**src/sv/cle_pkg.sv**
```systemverilog
`default_nettype none

package cle_pkg;

   // Field widths of the request and response words.
   localparam int OPCODE_W = 4;
   localparam int POS_W    = 7;
   localparam int COORD_W  = 8;
   localparam int PAIR_W   = 16;
   localparam int FOUND_W  = 7;
   localparam int COUNT_W  = 8;
   localparam int STATUS_W = 3;

   localparam int DEFAULT_LIST_DEPTH = 128;

   // Opcodes.
   localparam logic [OPCODE_W-1:0] OP_APPEND       = 4'd0;
   localparam logic [OPCODE_W-1:0] OP_POP          = 4'd1;
   localparam logic [OPCODE_W-1:0] OP_GET          = 4'd2;
   localparam logic [OPCODE_W-1:0] OP_SET          = 4'd3;
   localparam logic [OPCODE_W-1:0] OP_INSERT       = 4'd4;
   localparam logic [OPCODE_W-1:0] OP_REMOVE_AT    = 4'd5;
   localparam logic [OPCODE_W-1:0] OP_FIND         = 4'd6;
   localparam logic [OPCODE_W-1:0] OP_REMOVE_VALUE = 4'd7;
   localparam logic [OPCODE_W-1:0] OP_CLEAR        = 4'd8;

   // Response status codes.
   localparam logic [STATUS_W-1:0] ST_OK        = 3'd0;
   localparam logic [STATUS_W-1:0] ST_NOT_FOUND = 3'd1;
   localparam logic [STATUS_W-1:0] ST_FULL      = 3'd2;
   localparam logic [STATUS_W-1:0] ST_EMPTY     = 3'd3;
   localparam logic [STATUS_W-1:0] ST_BAD_INDEX = 3'd4;

   // Read address select.
   localparam logic [1:0] RD_REQ  = 2'd0;
   localparam logic [1:0] RD_TOP  = 2'd1;
   localparam logic [1:0] RD_SCAN = 2'd2;
   localparam logic [1:0] RD_MID  = 2'd3;

   // Write select for commanded writes.
   localparam logic [1:0] WR_APPEND = 2'd0;
   localparam logic [1:0] WR_SET    = 2'd1;
   localparam logic [1:0] WR_PUT    = 2'd2;

   // Entry count update.
   localparam logic [1:0] CNT_HOLD = 2'd0;
   localparam logic [1:0] CNT_INC  = 2'd1;
   localparam logic [1:0] CNT_DEC  = 2'd2;
   localparam logic [1:0] CNT_CLR  = 2'd3;

   // Scan pointer update.
   localparam logic [2:0] SCAN_HOLD     = 3'd0;
   localparam logic [2:0] SCAN_ZERO     = 3'd1;
   localparam logic [2:0] SCAN_TOP      = 3'd2;
   localparam logic [2:0] SCAN_REQ_NEXT = 3'd3;
   localparam logic [2:0] SCAN_MID_NEXT = 3'd4;
   localparam logic [2:0] SCAN_INC      = 3'd5;
   localparam logic [2:0] SCAN_DEC      = 3'd6;

   // Entry move direction for shifts.
   localparam logic [1:0] MOVE_NONE = 2'd0;
   localparam logic [1:0] MOVE_UP   = 2'd1;
   localparam logic [1:0] MOVE_DOWN = 2'd2;

   // Binary search bound update.
   localparam logic [1:0] BS_HOLD = 2'd0;
   localparam logic [1:0] BS_LO   = 2'd1;
   localparam logic [1:0] BS_HI   = 2'd2;

   // Found index capture.
   localparam logic [1:0] FOUND_HOLD = 2'd0;
   localparam logic [1:0] FOUND_SCAN = 2'd1;
   localparam logic [1:0] FOUND_MID  = 2'd2;

   typedef struct packed {
      logic                load;
      logic                rd_en;
      logic [1:0]          rd_sel;
      logic                wr_en;
      logic [1:0]          wr_sel;
      logic [1:0]          cnt_op;
      logic [2:0]          scan_op;
      logic [1:0]          move_op;
      logic [1:0]          bs_op;
      logic                pair_cap;
      logic [1:0]          found_op;
      logic                rsp_load;
      logic [STATUS_W-1:0] rsp_status;
   } dp_cmd_type;

   typedef struct packed {
      logic full;
      logic empty;
      logic pos_lt;
      logic pos_le;
      logic pos_eq;
      logic scan_last;
      logic scan_lt_count;
      logic scan_at_pos;
      logic bs_open;
      logic key_eq;
      logic key_gt;
      logic out_free;
   } dp_stat_type;

endpackage

`default_nettype wire

```
**src/sv/coordinate_list_engine.sv**
```systemverilog
`default_nettype none

// Channel   Direction  Handshake              Word contents
// req_      in         req_valid / req_stall   opcode, position, row_in, col_in
// rsp_      out        rsp_valid / rsp_stall   row_out, col_out, found_at,
//                                              count_out, status
//
// Requests are taken one at a time. Append, set, clear and early failures go
// straight to the response step; get and pop read one entry; insert shifts
// entries up from position, unless at the end; remove_at shifts the rest down;
// find scans from the head; remove_value bisects, then shifts on a hit.
// Synchronous reset empties the list but leaves the pair memory as it is.
// A stalled response holds only the last step of the next request.

module coordinate_list_engine #(
   parameter int LIST_DEPTH = cle_pkg::DEFAULT_LIST_DEPTH
) (
   input  wire logic                          clock,
   input  wire logic                          reset,
   input  wire logic                          req_valid,
   output logic                               req_stall,
   input  wire logic [cle_pkg::OPCODE_W-1:0]  req_opcode,
   input  wire logic [cle_pkg::POS_W-1:0]     req_position,
   input  wire logic [cle_pkg::COORD_W-1:0]   req_row_in,
   input  wire logic [cle_pkg::COORD_W-1:0]   req_col_in,
   output logic                               rsp_valid,
   input  wire logic                          rsp_stall,
   output logic [cle_pkg::COORD_W-1:0]        rsp_row_out,
   output logic [cle_pkg::COORD_W-1:0]        rsp_col_out,
   output logic [cle_pkg::FOUND_W-1:0]        rsp_found_at,
   output logic [cle_pkg::COUNT_W-1:0]        rsp_count_out,
   output logic [cle_pkg::STATUS_W-1:0]       rsp_status
);

   // The controller sequences each opcode; the datapath holds the pair
   // memory, the entry count, the scan and search pointers and the
   // response register.
   cle_pkg::dp_cmd_type  cmd;
   cle_pkg::dp_stat_type stat;

   cle_ctrl u_ctrl (
      .clock      (clock),
      .reset      (reset),
      .req_valid  (req_valid),
      .req_stall  (req_stall),
      .req_opcode (req_opcode),
      .stat       (stat),
      .cmd        (cmd)
   );

   cle_datapath #(
      .LIST_DEPTH (LIST_DEPTH)
   ) u_datapath (
      .clock         (clock),
      .reset         (reset),
      .cmd           (cmd),
      .stat          (stat),
      .req_position  (req_position),
      .req_row_in    (req_row_in),
      .req_col_in    (req_col_in),
      .rsp_valid     (rsp_valid),
      .rsp_stall     (rsp_stall),
      .rsp_row_out   (rsp_row_out),
      .rsp_col_out   (rsp_col_out),
      .rsp_found_at  (rsp_found_at),
      .rsp_count_out (rsp_count_out),
      .rsp_status    (rsp_status)
   );

endmodule

`default_nettype wire

```
**src/sv/cle_datapath.sv**
```systemverilog
`default_nettype none

module cle_datapath #(
   parameter int LIST_DEPTH = cle_pkg::DEFAULT_LIST_DEPTH
) (
   input  wire logic                            clock,
   input  wire logic                            reset,
   input  wire cle_pkg::dp_cmd_type             cmd,
   output cle_pkg::dp_stat_type                 stat,
   input  wire logic [cle_pkg::POS_W-1:0]       req_position,
   input  wire logic [cle_pkg::COORD_W-1:0]     req_row_in,
   input  wire logic [cle_pkg::COORD_W-1:0]     req_col_in,
   output logic                                 rsp_valid,
   input  wire logic                            rsp_stall,
   output logic [cle_pkg::COORD_W-1:0]          rsp_row_out,
   output logic [cle_pkg::COORD_W-1:0]          rsp_col_out,
   output logic [cle_pkg::FOUND_W-1:0]          rsp_found_at,
   output logic [cle_pkg::COUNT_W-1:0]          rsp_count_out,
   output logic [cle_pkg::STATUS_W-1:0]         rsp_status
);

   localparam int IDX_W = $clog2(LIST_DEPTH);
   localparam int CNT_W = $clog2(LIST_DEPTH + 1);
   localparam int CMP_W = (CNT_W > cle_pkg::POS_W) ? CNT_W : cle_pkg::POS_W;

   logic [cle_pkg::PAIR_W-1:0] pair_mem [LIST_DEPTH];

   logic [cle_pkg::PAIR_W-1:0]   rd_data_ff;
   logic [CNT_W-1:0]             count_ff, count_in;
   logic                         move_ff, move_in;
   logic [IDX_W-1:0]             move_addr_ff, move_addr_in;
   logic [CNT_W-1:0]             scan_ff, scan_in;
   logic [CNT_W-1:0]             pos_ff, pos_in;
   logic [cle_pkg::PAIR_W-1:0]   key_ff, key_in;
   logic [cle_pkg::PAIR_W-1:0]   pair_ff, pair_in;
   logic [IDX_W-1:0]             found_ff, found_in;
   logic [CNT_W-1:0]             lo_ff, lo_in;
   logic [CNT_W-1:0]             hi_ff, hi_in;
   logic [IDX_W-1:0]             mid_ff, mid_in;
   logic                         rsp_valid_ff, rsp_valid_in;
   logic [cle_pkg::PAIR_W-1:0]   rsp_pair_ff, rsp_pair_in;
   logic [cle_pkg::FOUND_W-1:0]  rsp_found_ff, rsp_found_in;
   logic [cle_pkg::COUNT_W-1:0]  rsp_count_ff, rsp_count_in;
   logic [cle_pkg::STATUS_W-1:0] rsp_status_ff, rsp_status_in;

   logic [cle_pkg::PAIR_W-1:0] req_key;
   logic [CNT_W-1:0]           count_dec;
   logic [CNT_W-1:0]           scan_inc;
   logic [CNT_W-1:0]           scan_dec;
   logic [CNT_W-1:0]           bs_span;
   logic [CNT_W-1:0]           mid_wide;
   logic [CMP_W-1:0]           req_pos_cmp;
   logic [CMP_W-1:0]           count_cmp;
   logic [IDX_W-1:0]           rd_addr;
   logic                       wr_en;
   logic [IDX_W-1:0]           wr_addr;
   logic [cle_pkg::PAIR_W-1:0] wr_data;

   assign req_key     = {req_row_in, req_col_in};
   assign count_dec   = count_ff - CNT_W'(1);
   assign scan_inc    = scan_ff + CNT_W'(1);
   assign scan_dec    = scan_ff - CNT_W'(1);
   assign req_pos_cmp = CMP_W'(req_position);
   assign count_cmp   = CMP_W'(count_ff);

   // Midpoint of the open search window, lo + (hi - 1 - lo) / 2 with hi exclusive.
   assign bs_span  = hi_ff - CNT_W'(1) - lo_ff;
   assign mid_wide = lo_ff + (bs_span >> 1);
   assign mid_in   = (cmd.rd_en && cmd.rd_sel == cle_pkg::RD_MID) ? mid_wide[IDX_W-1:0]
                                                                   : mid_ff;

   // Status toward the controller.
   always_comb begin
      stat.full          = (count_ff == CNT_W'(LIST_DEPTH));
      stat.empty         = (count_ff == '0);
      stat.pos_lt        = (req_pos_cmp < count_cmp);
      stat.pos_le        = (req_pos_cmp <= count_cmp);
      stat.pos_eq        = (req_pos_cmp == count_cmp);
      stat.scan_last     = (scan_inc == count_ff);
      stat.scan_lt_count = (scan_ff < count_ff);
      stat.scan_at_pos   = (scan_ff == pos_ff);
      stat.bs_open       = (lo_ff < hi_ff);
      stat.key_eq        = (rd_data_ff == key_ff);
      stat.key_gt        = (rd_data_ff > key_ff);
      stat.out_free      = !rsp_valid_ff || !rsp_stall;
   end

   // Read address.
   always_comb begin
      case (cmd.rd_sel)
         cle_pkg::RD_REQ:  rd_addr = IDX_W'(req_position);
         cle_pkg::RD_TOP:  rd_addr = count_dec[IDX_W-1:0];
         cle_pkg::RD_SCAN: rd_addr = scan_ff[IDX_W-1:0];
         default:          rd_addr = mid_wide[IDX_W-1:0];
      endcase
   end

   // A pending shift move owns the write port; commanded writes never
   // coincide with one.
   always_comb begin
      wr_en   = move_ff || cmd.wr_en;
      wr_addr = move_addr_ff;
      wr_data = rd_data_ff;
      if (!move_ff) begin
         case (cmd.wr_sel)
            cle_pkg::WR_APPEND: begin
               wr_addr = count_ff[IDX_W-1:0];
               wr_data = req_key;
            end
            cle_pkg::WR_SET: begin
               wr_addr = IDX_W'(req_position);
               wr_data = req_key;
            end
            default: begin
               wr_addr = pos_ff[IDX_W-1:0];
               wr_data = key_ff;
            end
         endcase
      end
   end

   always_ff @(posedge clock) begin
      if (wr_en) begin
         pair_mem[wr_addr] <= wr_data;
      end
   end

   always_ff @(posedge clock) begin
      if (cmd.rd_en) begin
         rd_data_ff <= pair_mem[rd_addr];
      end
   end

   // Next values of the working registers.
   always_comb begin
      case (cmd.cnt_op)
         cle_pkg::CNT_INC: count_in = count_ff + CNT_W'(1);
         cle_pkg::CNT_DEC: count_in = count_dec;
         cle_pkg::CNT_CLR: count_in = '0;
         default:          count_in = count_ff;
      endcase

      case (cmd.scan_op)
         cle_pkg::SCAN_ZERO:     scan_in = '0;
         cle_pkg::SCAN_TOP:      scan_in = count_dec;
         cle_pkg::SCAN_REQ_NEXT: scan_in = CNT_W'(req_position) + CNT_W'(1);
         cle_pkg::SCAN_MID_NEXT: scan_in = CNT_W'(mid_ff) + CNT_W'(1);
         cle_pkg::SCAN_INC:      scan_in = scan_inc;
         cle_pkg::SCAN_DEC:      scan_in = scan_dec;
         default:                scan_in = scan_ff;
      endcase

      case (cmd.move_op)
         cle_pkg::MOVE_UP: begin
            move_in      = 1'b1;
            move_addr_in = scan_inc[IDX_W-1:0];
         end
         cle_pkg::MOVE_DOWN: begin
            move_in      = 1'b1;
            move_addr_in = scan_dec[IDX_W-1:0];
         end
         default: begin
            move_in      = 1'b0;
            move_addr_in = move_addr_ff;
         end
      endcase

      pos_in   = pos_ff;
      key_in   = key_ff;
      pair_in  = pair_ff;
      found_in = found_ff;
      lo_in    = lo_ff;
      hi_in    = hi_ff;

      if (cmd.load) begin
         pos_in   = CNT_W'(req_position);
         key_in   = req_key;
         pair_in  = '0;
         found_in = '0;
         lo_in    = '0;
         hi_in    = count_ff;
      end

      if (cmd.pair_cap) begin
         pair_in = rd_data_ff;
      end

      case (cmd.found_op)
         cle_pkg::FOUND_SCAN: found_in = scan_ff[IDX_W-1:0];
         cle_pkg::FOUND_MID:  found_in = mid_ff;
         default:             ;
      endcase

      case (cmd.bs_op)
         cle_pkg::BS_LO: lo_in = CNT_W'(mid_ff) + CNT_W'(1);
         cle_pkg::BS_HI: hi_in = CNT_W'(mid_ff);
         default:        ;
      endcase
   end

   // Response register.
   always_comb begin
      rsp_valid_in  = rsp_valid_ff && rsp_stall;
      rsp_pair_in   = rsp_pair_ff;
      rsp_found_in  = rsp_found_ff;
      rsp_count_in  = rsp_count_ff;
      rsp_status_in = rsp_status_ff;
      if (cmd.rsp_load) begin
         rsp_valid_in  = 1'b1;
         rsp_pair_in   = pair_ff;
         rsp_found_in  = cle_pkg::FOUND_W'(found_ff);
         rsp_count_in  = cle_pkg::COUNT_W'(count_ff);
         rsp_status_in = cmd.rsp_status;
      end
   end

   always_ff @(posedge clock) begin
      if (reset) begin
         count_ff     <= '0;
         move_ff      <= 1'b0;
         rsp_valid_ff <= 1'b0;
      end else begin
         count_ff     <= count_in;
         move_ff      <= move_in;
         rsp_valid_ff <= rsp_valid_in;
      end
   end

   always_ff @(posedge clock) begin
      move_addr_ff  <= move_addr_in;
      scan_ff       <= scan_in;
      pos_ff        <= pos_in;
      key_ff        <= key_in;
      pair_ff       <= pair_in;
      found_ff      <= found_in;
      lo_ff         <= lo_in;
      hi_ff         <= hi_in;
      mid_ff        <= mid_in;
      rsp_pair_ff   <= rsp_pair_in;
      rsp_found_ff  <= rsp_found_in;
      rsp_count_ff  <= rsp_count_in;
      rsp_status_ff <= rsp_status_in;
   end

   assign rsp_valid     = rsp_valid_ff;
   assign rsp_row_out   = rsp_pair_ff[cle_pkg::PAIR_W-1:cle_pkg::COORD_W];
   assign rsp_col_out   = rsp_pair_ff[cle_pkg::COORD_W-1:0];
   assign rsp_found_at  = rsp_found_ff;
   assign rsp_count_out = rsp_count_ff;
   assign rsp_status    = rsp_status_ff;

endmodule

`default_nettype wire

```
**src/sv/cle_ctrl.sv**
```systemverilog
`default_nettype none

module cle_ctrl (
   input  wire logic                          clock,
   input  wire logic                          reset,
   input  wire logic                          req_valid,
   output logic                               req_stall,
   input  wire logic [cle_pkg::OPCODE_W-1:0]  req_opcode,
   input  wire cle_pkg::dp_stat_type          stat,
   output cle_pkg::dp_cmd_type                cmd
);

   localparam logic [3:0] S_IDLE     = 4'd0;
   localparam logic [3:0] S_CAP      = 4'd1;
   localparam logic [3:0] S_PUT      = 4'd2;
   localparam logic [3:0] S_SHUP     = 4'd3;
   localparam logic [3:0] S_SHDN     = 4'd4;
   localparam logic [3:0] S_FLUSH    = 4'd5;
   localparam logic [3:0] S_RMCAP    = 4'd6;
   localparam logic [3:0] S_FIND_RD  = 4'd7;
   localparam logic [3:0] S_FIND_CMP = 4'd8;
   localparam logic [3:0] S_BS_RD    = 4'd9;
   localparam logic [3:0] S_BS_CMP   = 4'd10;
   localparam logic [3:0] S_DONE     = 4'd11;

   logic [3:0]                     state_ff, state_in;
   logic [cle_pkg::OPCODE_W-1:0]   op_ff, op_in;
   logic [cle_pkg::STATUS_W-1:0]   status_ff, status_in;

   assign req_stall = (state_ff != S_IDLE);

   always_comb begin
      state_in  = state_ff;
      op_in     = op_ff;
      status_in = status_ff;

      cmd            = '0;
      cmd.rd_sel     = cle_pkg::RD_REQ;
      cmd.wr_sel     = cle_pkg::WR_APPEND;
      cmd.cnt_op     = cle_pkg::CNT_HOLD;
      cmd.scan_op    = cle_pkg::SCAN_HOLD;
      cmd.move_op    = cle_pkg::MOVE_NONE;
      cmd.bs_op      = cle_pkg::BS_HOLD;
      cmd.found_op   = cle_pkg::FOUND_HOLD;
      cmd.rsp_status = status_ff;

      unique case (state_ff)
         S_IDLE: begin
            if (req_valid) begin
               cmd.load  = 1'b1;
               op_in     = req_opcode;
               status_in = cle_pkg::ST_OK;
               state_in  = S_DONE;
               unique case (req_opcode)
                  cle_pkg::OP_APPEND: begin
                     if (stat.full) begin
                        status_in = cle_pkg::ST_FULL;
                     end else begin
                        cmd.wr_en  = 1'b1;
                        cmd.wr_sel = cle_pkg::WR_APPEND;
                        cmd.cnt_op = cle_pkg::CNT_INC;
                     end
                  end
                  cle_pkg::OP_POP: begin
                     if (stat.empty) begin
                        status_in = cle_pkg::ST_EMPTY;
                     end else begin
                        cmd.rd_en  = 1'b1;
                        cmd.rd_sel = cle_pkg::RD_TOP;
                        cmd.cnt_op = cle_pkg::CNT_DEC;
                        state_in   = S_CAP;
                     end
                  end
                  cle_pkg::OP_GET: begin
                     if (!stat.pos_lt) begin
                        status_in = cle_pkg::ST_BAD_INDEX;
                     end else begin
                        cmd.rd_en  = 1'b1;
                        cmd.rd_sel = cle_pkg::RD_REQ;
                        state_in   = S_CAP;
                     end
                  end
                  cle_pkg::OP_SET: begin
                     if (!stat.pos_lt) begin
                        status_in = cle_pkg::ST_BAD_INDEX;
                     end else begin
                        cmd.wr_en  = 1'b1;
                        cmd.wr_sel = cle_pkg::WR_SET;
                     end
                  end
                  cle_pkg::OP_INSERT: begin
                     if (stat.full) begin
                        status_in = cle_pkg::ST_FULL;
                     end else if (!stat.pos_le) begin
                        status_in = cle_pkg::ST_BAD_INDEX;
                     end else if (stat.pos_eq) begin
                        state_in = S_PUT;
                     end else begin
                        cmd.scan_op = cle_pkg::SCAN_TOP;
                        state_in    = S_SHUP;
                     end
                  end
                  cle_pkg::OP_REMOVE_AT: begin
                     if (stat.empty) begin
                        status_in = cle_pkg::ST_EMPTY;
                     end else if (!stat.pos_lt) begin
                        status_in = cle_pkg::ST_BAD_INDEX;
                     end else begin
                        cmd.rd_en   = 1'b1;
                        cmd.rd_sel  = cle_pkg::RD_REQ;
                        cmd.scan_op = cle_pkg::SCAN_REQ_NEXT;
                        state_in    = S_RMCAP;
                     end
                  end
                  cle_pkg::OP_FIND: begin
                     if (stat.empty) begin
                        status_in = cle_pkg::ST_NOT_FOUND;
                     end else begin
                        cmd.scan_op = cle_pkg::SCAN_ZERO;
                        state_in    = S_FIND_RD;
                     end
                  end
                  cle_pkg::OP_REMOVE_VALUE: begin
                     if (stat.empty) begin
                        status_in = cle_pkg::ST_NOT_FOUND;
                     end else begin
                        state_in = S_BS_RD;
                     end
                  end
                  cle_pkg::OP_CLEAR: begin
                     cmd.cnt_op = cle_pkg::CNT_CLR;
                  end
                  default: begin
                  end
               endcase
            end
         end
         S_CAP: begin
            cmd.pair_cap = 1'b1;
            state_in     = S_DONE;
         end
         S_PUT: begin
            cmd.wr_en  = 1'b1;
            cmd.wr_sel = cle_pkg::WR_PUT;
            cmd.cnt_op = cle_pkg::CNT_INC;
            state_in   = S_DONE;
         end
         S_SHUP: begin
            cmd.rd_en   = 1'b1;
            cmd.rd_sel  = cle_pkg::RD_SCAN;
            cmd.move_op = cle_pkg::MOVE_UP;
            if (stat.scan_at_pos) begin
               state_in = S_FLUSH;
            end else begin
               cmd.scan_op = cle_pkg::SCAN_DEC;
            end
         end
         S_SHDN: begin
            cmd.rd_en   = 1'b1;
            cmd.rd_sel  = cle_pkg::RD_SCAN;
            cmd.move_op = cle_pkg::MOVE_DOWN;
            if (stat.scan_last) begin
               state_in = S_FLUSH;
            end else begin
               cmd.scan_op = cle_pkg::SCAN_INC;
            end
         end
         S_FLUSH: begin
            if (op_ff == cle_pkg::OP_INSERT) begin
               state_in = S_PUT;
            end else begin
               cmd.cnt_op = cle_pkg::CNT_DEC;
               state_in   = S_DONE;
            end
         end
         S_RMCAP: begin
            cmd.pair_cap = 1'b1;
            state_in     = stat.scan_lt_count ? S_SHDN : S_FLUSH;
         end
         S_FIND_RD: begin
            cmd.rd_en  = 1'b1;
            cmd.rd_sel = cle_pkg::RD_SCAN;
            state_in   = S_FIND_CMP;
         end
         S_FIND_CMP: begin
            if (stat.key_eq) begin
               cmd.pair_cap = 1'b1;
               cmd.found_op = cle_pkg::FOUND_SCAN;
               state_in     = S_DONE;
            end else if (stat.scan_last) begin
               status_in = cle_pkg::ST_NOT_FOUND;
               state_in  = S_DONE;
            end else begin
               cmd.scan_op = cle_pkg::SCAN_INC;
               state_in    = S_FIND_RD;
            end
         end
         S_BS_RD: begin
            if (stat.bs_open) begin
               cmd.rd_en  = 1'b1;
               cmd.rd_sel = cle_pkg::RD_MID;
               state_in   = S_BS_CMP;
            end else begin
               status_in = cle_pkg::ST_NOT_FOUND;
               state_in  = S_DONE;
            end
         end
         S_BS_CMP: begin
            if (stat.key_eq) begin
               cmd.found_op = cle_pkg::FOUND_MID;
               cmd.scan_op  = cle_pkg::SCAN_MID_NEXT;
               state_in     = S_RMCAP;
            end else if (stat.key_gt) begin
               cmd.bs_op = cle_pkg::BS_HI;
               state_in  = S_BS_RD;
            end else begin
               cmd.bs_op = cle_pkg::BS_LO;
               state_in  = S_BS_RD;
            end
         end
         S_DONE: begin
            if (stat.out_free) begin
               cmd.rsp_load = 1'b1;
               state_in     = S_IDLE;
            end
         end
         default: begin
            state_in = S_IDLE;
         end
      endcase
   end

   always_ff @(posedge clock) begin
      if (reset) begin
         state_ff <= S_IDLE;
      end else begin
         state_ff <= state_in;
      end
   end

   always_ff @(posedge clock) begin
      op_ff     <= op_in;
      status_ff <= status_in;
   end

endmodule

`default_nettype wire

```
**config.mk**
```make
export PLATFORM = sky130hd
export DESIGN_NAME = coordinate_list_engine
export DESIGN_NICKNAME = d
export VERILOG_FILES = /design/src/sv/cle_pkg.sv /design/src/sv/coordinate_list_engine.sv /design/src/sv/cle_datapath.sv /design/src/sv/cle_ctrl.sv
export SDC_FILE = /design/constraint.sdc
export NUM_CORES = 2
export LEC_CHECK = 0
export BUFFER_PORTS_ARGS = -buffer_cell sky130_fd_sc_hd__buf_4
export CORE_AREA = 2 2 427 429
export CTS_BUF_LIST = sky130_fd_sc_hd__clkbuf_16
export DETAILED_ROUTE_END_ITERATION = 7
export DIE_AREA = 0 0 429 431
export GPL_TIMING_DRIVEN = 0
export PLACE_DENSITY = 0.62
export SLEW_MARGIN = 20
export SYNTH_ARGS = -nofsm -noshare
export SYNTH_HDL_FRONTEND = slang
export SYNTH_SLANG_ARGS = --single-unit
```
**constraint.sdc**
```tcl
create_clock -name clock -period 20.9 [get_ports clock]
set_input_delay 2.09 -clock clock [delete_from_list [all_inputs] [get_ports clock]]
set_output_delay 2.09 -clock clock [all_outputs]
set_load 0.005 [all_outputs]
```
==> results by group <==
Power and ir drop
  – VDD IR-drop max: 0.0000991 V
  – Leak: 35.6 nW
  – Pwr dens: 150 nW/µm²
  – Total power: 0.0156 W

Global routing
  – GRT overflow: 0
  – Largest net degree at the start of global routing: 33
  – Vias in the first global route: 55,700
  – Initial antenna violation count: 18
  – First-pass GRT wire length: 411,000 µm
  – Tot GR Track Use: 0.314

Routing
  – Pre-antenna DRT Iters: 6
  – DR vias/cell: 6.23
  – DR vias: 58,900
  – WL/cell: 31.2 µm
  – DRC errors left: 0
  – Routed wire length: 295,000 µm
  – Initial DRC count: 8,232
  – Antenna-violating nets left: 0

Layout
  – Final Non-Filler Cells: 9,456
  – Layout cells sized above 1: 0.129
  – Final std cell area, no fill: 104,000 µm²
  – Area grow syn2layout: 16.6%
  – Final Net Count: 6,995
  – Fill cell count: 14,100

STA
  – Relative slew slack: 0.130
  – Fmax: 133 MHz
  – Actual slew at the worst max-slew pin: 1300 ps
  – Crit path time final: 7540 ps
  – Clock Skews: 47.1 ps
  – Hold slack: 419 ps
  – RSZ-0062 raised after global routing: no
  – Sum Neg Setup Slack: 0 ps
  – Final critical-path share of the clock period: 0.361
  – Slew Viols, Final: 0
  – Endpoints failing hold: 0
  – Final setup vio count: 0

Critical path
  – CP startpoint kind: input port
  – Crit-path max cell delay: 880 ps
  – Top cell by count, worst path: o21a_1
  – Crit Path Category: input port to flip-flop
  – WP data required: 21,400 ps
  – Flop-to-flop setup slack: 13,450 ps
  – CP cell instances: buf_4, ha_1, nor2b_1, o21a_1, o21a_1, o21a_1, o21a_1, o31ai_1, buf_2, nand3_1, a32oi_1, clkbuf_1, nand4_1, clkbuf_2, buf_16, nor2_2
  – Slowest-stage cell, CP: nand4_1
  – Top fanout value on the critical path: 16
  – Worst r2r src: u_datapath.count_cmp[2]$_SDFFE_PP0P_
  – Critical Path AT: 8040 ps
  – CP Capture Type: flip-flop
  – Critical Path Start: req_position[1]

Synthesis
  – Leading area contributor after synthesis: edfxtp_1
  – Area contributors post-synth: edfxtp_1 (73%), nand2_1 (6.0%), mux2i_1 (3.8%), nand3_1 (2.1%), a32oi_1 (1.7%)
  – Syn Area/Cell: 14.0 µm²
  – Post-Syn Nets: 6,498
  – Top cells by count, synth: edfxtp_1 (2,188), nand2_1 (1,433), nand3_1 (382)
  – Yosys warns: 0
  – Post-synthesis sequential area ratio: 0.737
  – Most frequent cell after synthesis: edfxtp_1
  – Synth Instances: 6,405
  – Post-synthesis async set-or-reset flop share: 0
  – Top-area cell type share of the netlist area: 0.733
  – #FFs+latches synth: 2,203
  – Post-Syn Area: 89,600 µm²
  – Post-synth top flop: edfxtp_1
  – EDFF count, synth: 2,188
  – Yosys cell types: 83

Placement
  – Area after DPL: 97,600 µm²
  – Final HPWL DP: 216,000 µm
  – DP Cell Count: 9,051
  – IO Port Bufs: 66
  – Placer Congestion: 1.00

CTS
  – Buffer depth of the longest clock path: 3
  – # resized after CTS: 0
  – Number of hold buffers added after cts: 0
  – CTS tree: built
  – Post-CTS Setup Inserts: 0
  – Clk root buf: clkbuf_16
  – Clock slew at reported path FFs: 60 ps
  – H-Tree Depth: 4
  – Clk sinks: 2,203
  – Total CTS buffers: 219
  – Clock Latency Late Sink: 900 ps

Floorplan
  – Die width: 429 µm
  – Chip Height: 431 µm
  – Core footprint: 180,000 µm²
  – IO Pins: 67
  – Row cnt: 156
  – Starting Density: 0.497
  – Die area: 185,000 µm²

Outcome
  – Outcome: finished, final reports clean

Worst hold path
  – Hold Startpoint: u_datapath.found_ff[1]$_DFFE_PP_
  – Min-Delay Path Class: flip-flop to flip-flop

Job
  – Max_cap viols: 0
[per-layer routing]
metal / share of wire / GRT usage
met3: 0.11 / 0.0685
met2: 0.45 / 0.483
met1: 0.38 / 0.426
met4: 0.056 / 0.156
met5: 0.00023 / 0
[power breakdown]
group	switching, W	internal [W]
Clock	0.00170	0.00207
Combinational	0.00454	0.00168
Sequential	0.0000710	0.00558
Total	0.00631	0.00933
[worst max-delay path, delay by kind of cell]
family                   cells  cell delay, ps
adder cells (fa/ha/maj)      1             310
buffers and inverters        5            2030
AND/OR/NAND/NOR              4            1890
AO/OA/AOI/OAI                6            1680
[final cells by class]
| type | instances | area, µm² | area share |
|---|---|---|---|
| clock inverters | 174 | 1260 | 0.0120 |
| clock buffers | 222 | 5560 | 0.0532 |
| well taps | 2370 | 2970 | 0.0284 |
| flip-flops and latches | 2203 | 66000 | 0.632 |
| repair buffers | 276 | 4330 | 0.0414 |
| diodes | 9 | 22.5 | 0.000216 |
| multi-input cells | 3732 | 22200 | 0.213 |
| plain buffers | 401 | 1840 | 0.0176 |
| inverters | 69 | 259 | 0.00248 |
[sequential cells by signal, summed over array words and instances, names as in the netlist, 3 cells and up]
| name | cells |
|---|---|
| u_ctrl.op_ff | 4 |
| u_ctrl.state_ff | 4 |
| u_ctrl.status_ff | 3 |
| u_datapath.count_cmp | 8 |
| u_datapath.found_ff | 7 |
| u_datapath.hi_ff | 8 |
| u_datapath.key_ff | 16 |
| u_datapath.lo_ff | 8 |
| u_datapath.mid_ff | 7 |
| u_datapath.move_addr_ff | 7 |
| u_datapath.pair_ff | 16 |
| u_datapath.pair_mem | 2048 |
| u_datapath.pos_ff | 7 |
| u_datapath.rd_data_ff | 16 |
| u_datapath.rsp_count_out | 8 |
| u_datapath.rsp_found_at | 7 |
| u_datapath.rsp_pair_ff | 16 |
| u_datapath.rsp_status | 3 |
| u_datapath.scan_ff | 8 |
[metrics by stage]
| stage | util | setup WS (ps) |
|---|---|---|
| after global routing | 0.580 | 13320 |
| after detailed placement | 0.542 | 12790 |
| after CTS | 0.579 | 13700 |
| after floorplan | - | 12550 |
| final | 0.580 | 13360 |
| after global placement | 0.517 | 974 |
[cells in the final DEF, fill, tap and decap left out, types with 57 or more instances in the layout]
cell type  Yosys  routed
a211oi_1      67      66
a21oi_1      184     181
a31oi_1       91      91
a32o_1        70      70
a32oi_1      170     167
and3_1        73      73
buf_16         0      82
buf_2        106     106
buf_4         33     129
buf_6          8      61
clkbuf_1     221     207
clkbuf_16      0     222
clkinv_1       1      57
edfxtp_1    2188    2188
ha_1          60      60
inv_1         67     120
mux2i_1      339     339
nand2_1     1433    1433
nand3_1      382     382
nand4_1       97      97
nor2_1       192      81
nor2_2         0     102
o21ai_0      101      85
[worst paths after layout]
kind                                     endpoint  cells after the start
max          u_datapath.pair_mem[92][9]$_DFFE_PP_                     16
min          u_datapath.rsp_found_at[1]$_DFFE_PP_                      0
max reg2reg  u_datapath.pair_mem[92][9]$_DFFE_PP_                     16
min reg2reg  u_datapath.rsp_found_at[1]$_DFFE_PP_                      0
[cell families (layout without fill, tap and decap cells)]
family / after synthesis / count (layout) / synth area share
other: 0 / 9 / 0
multiplexers: 347 / 347 / 0.0390
buffers and inverters: 470 / 1142 / 0.0232
XOR/XNOR: 59 / 59 / 0.00577
AO/OA/AOI/OAI: 910 / 910 / 0.0725
AND/OR/NAND/NOR: 2354 / 2354 / 0.114
adder cells (fa/ha/maj): 62 / 62 / 0.00883
flip-flops: 2203 / 2203 / 0.737
(Power assumes the default switching activity.)
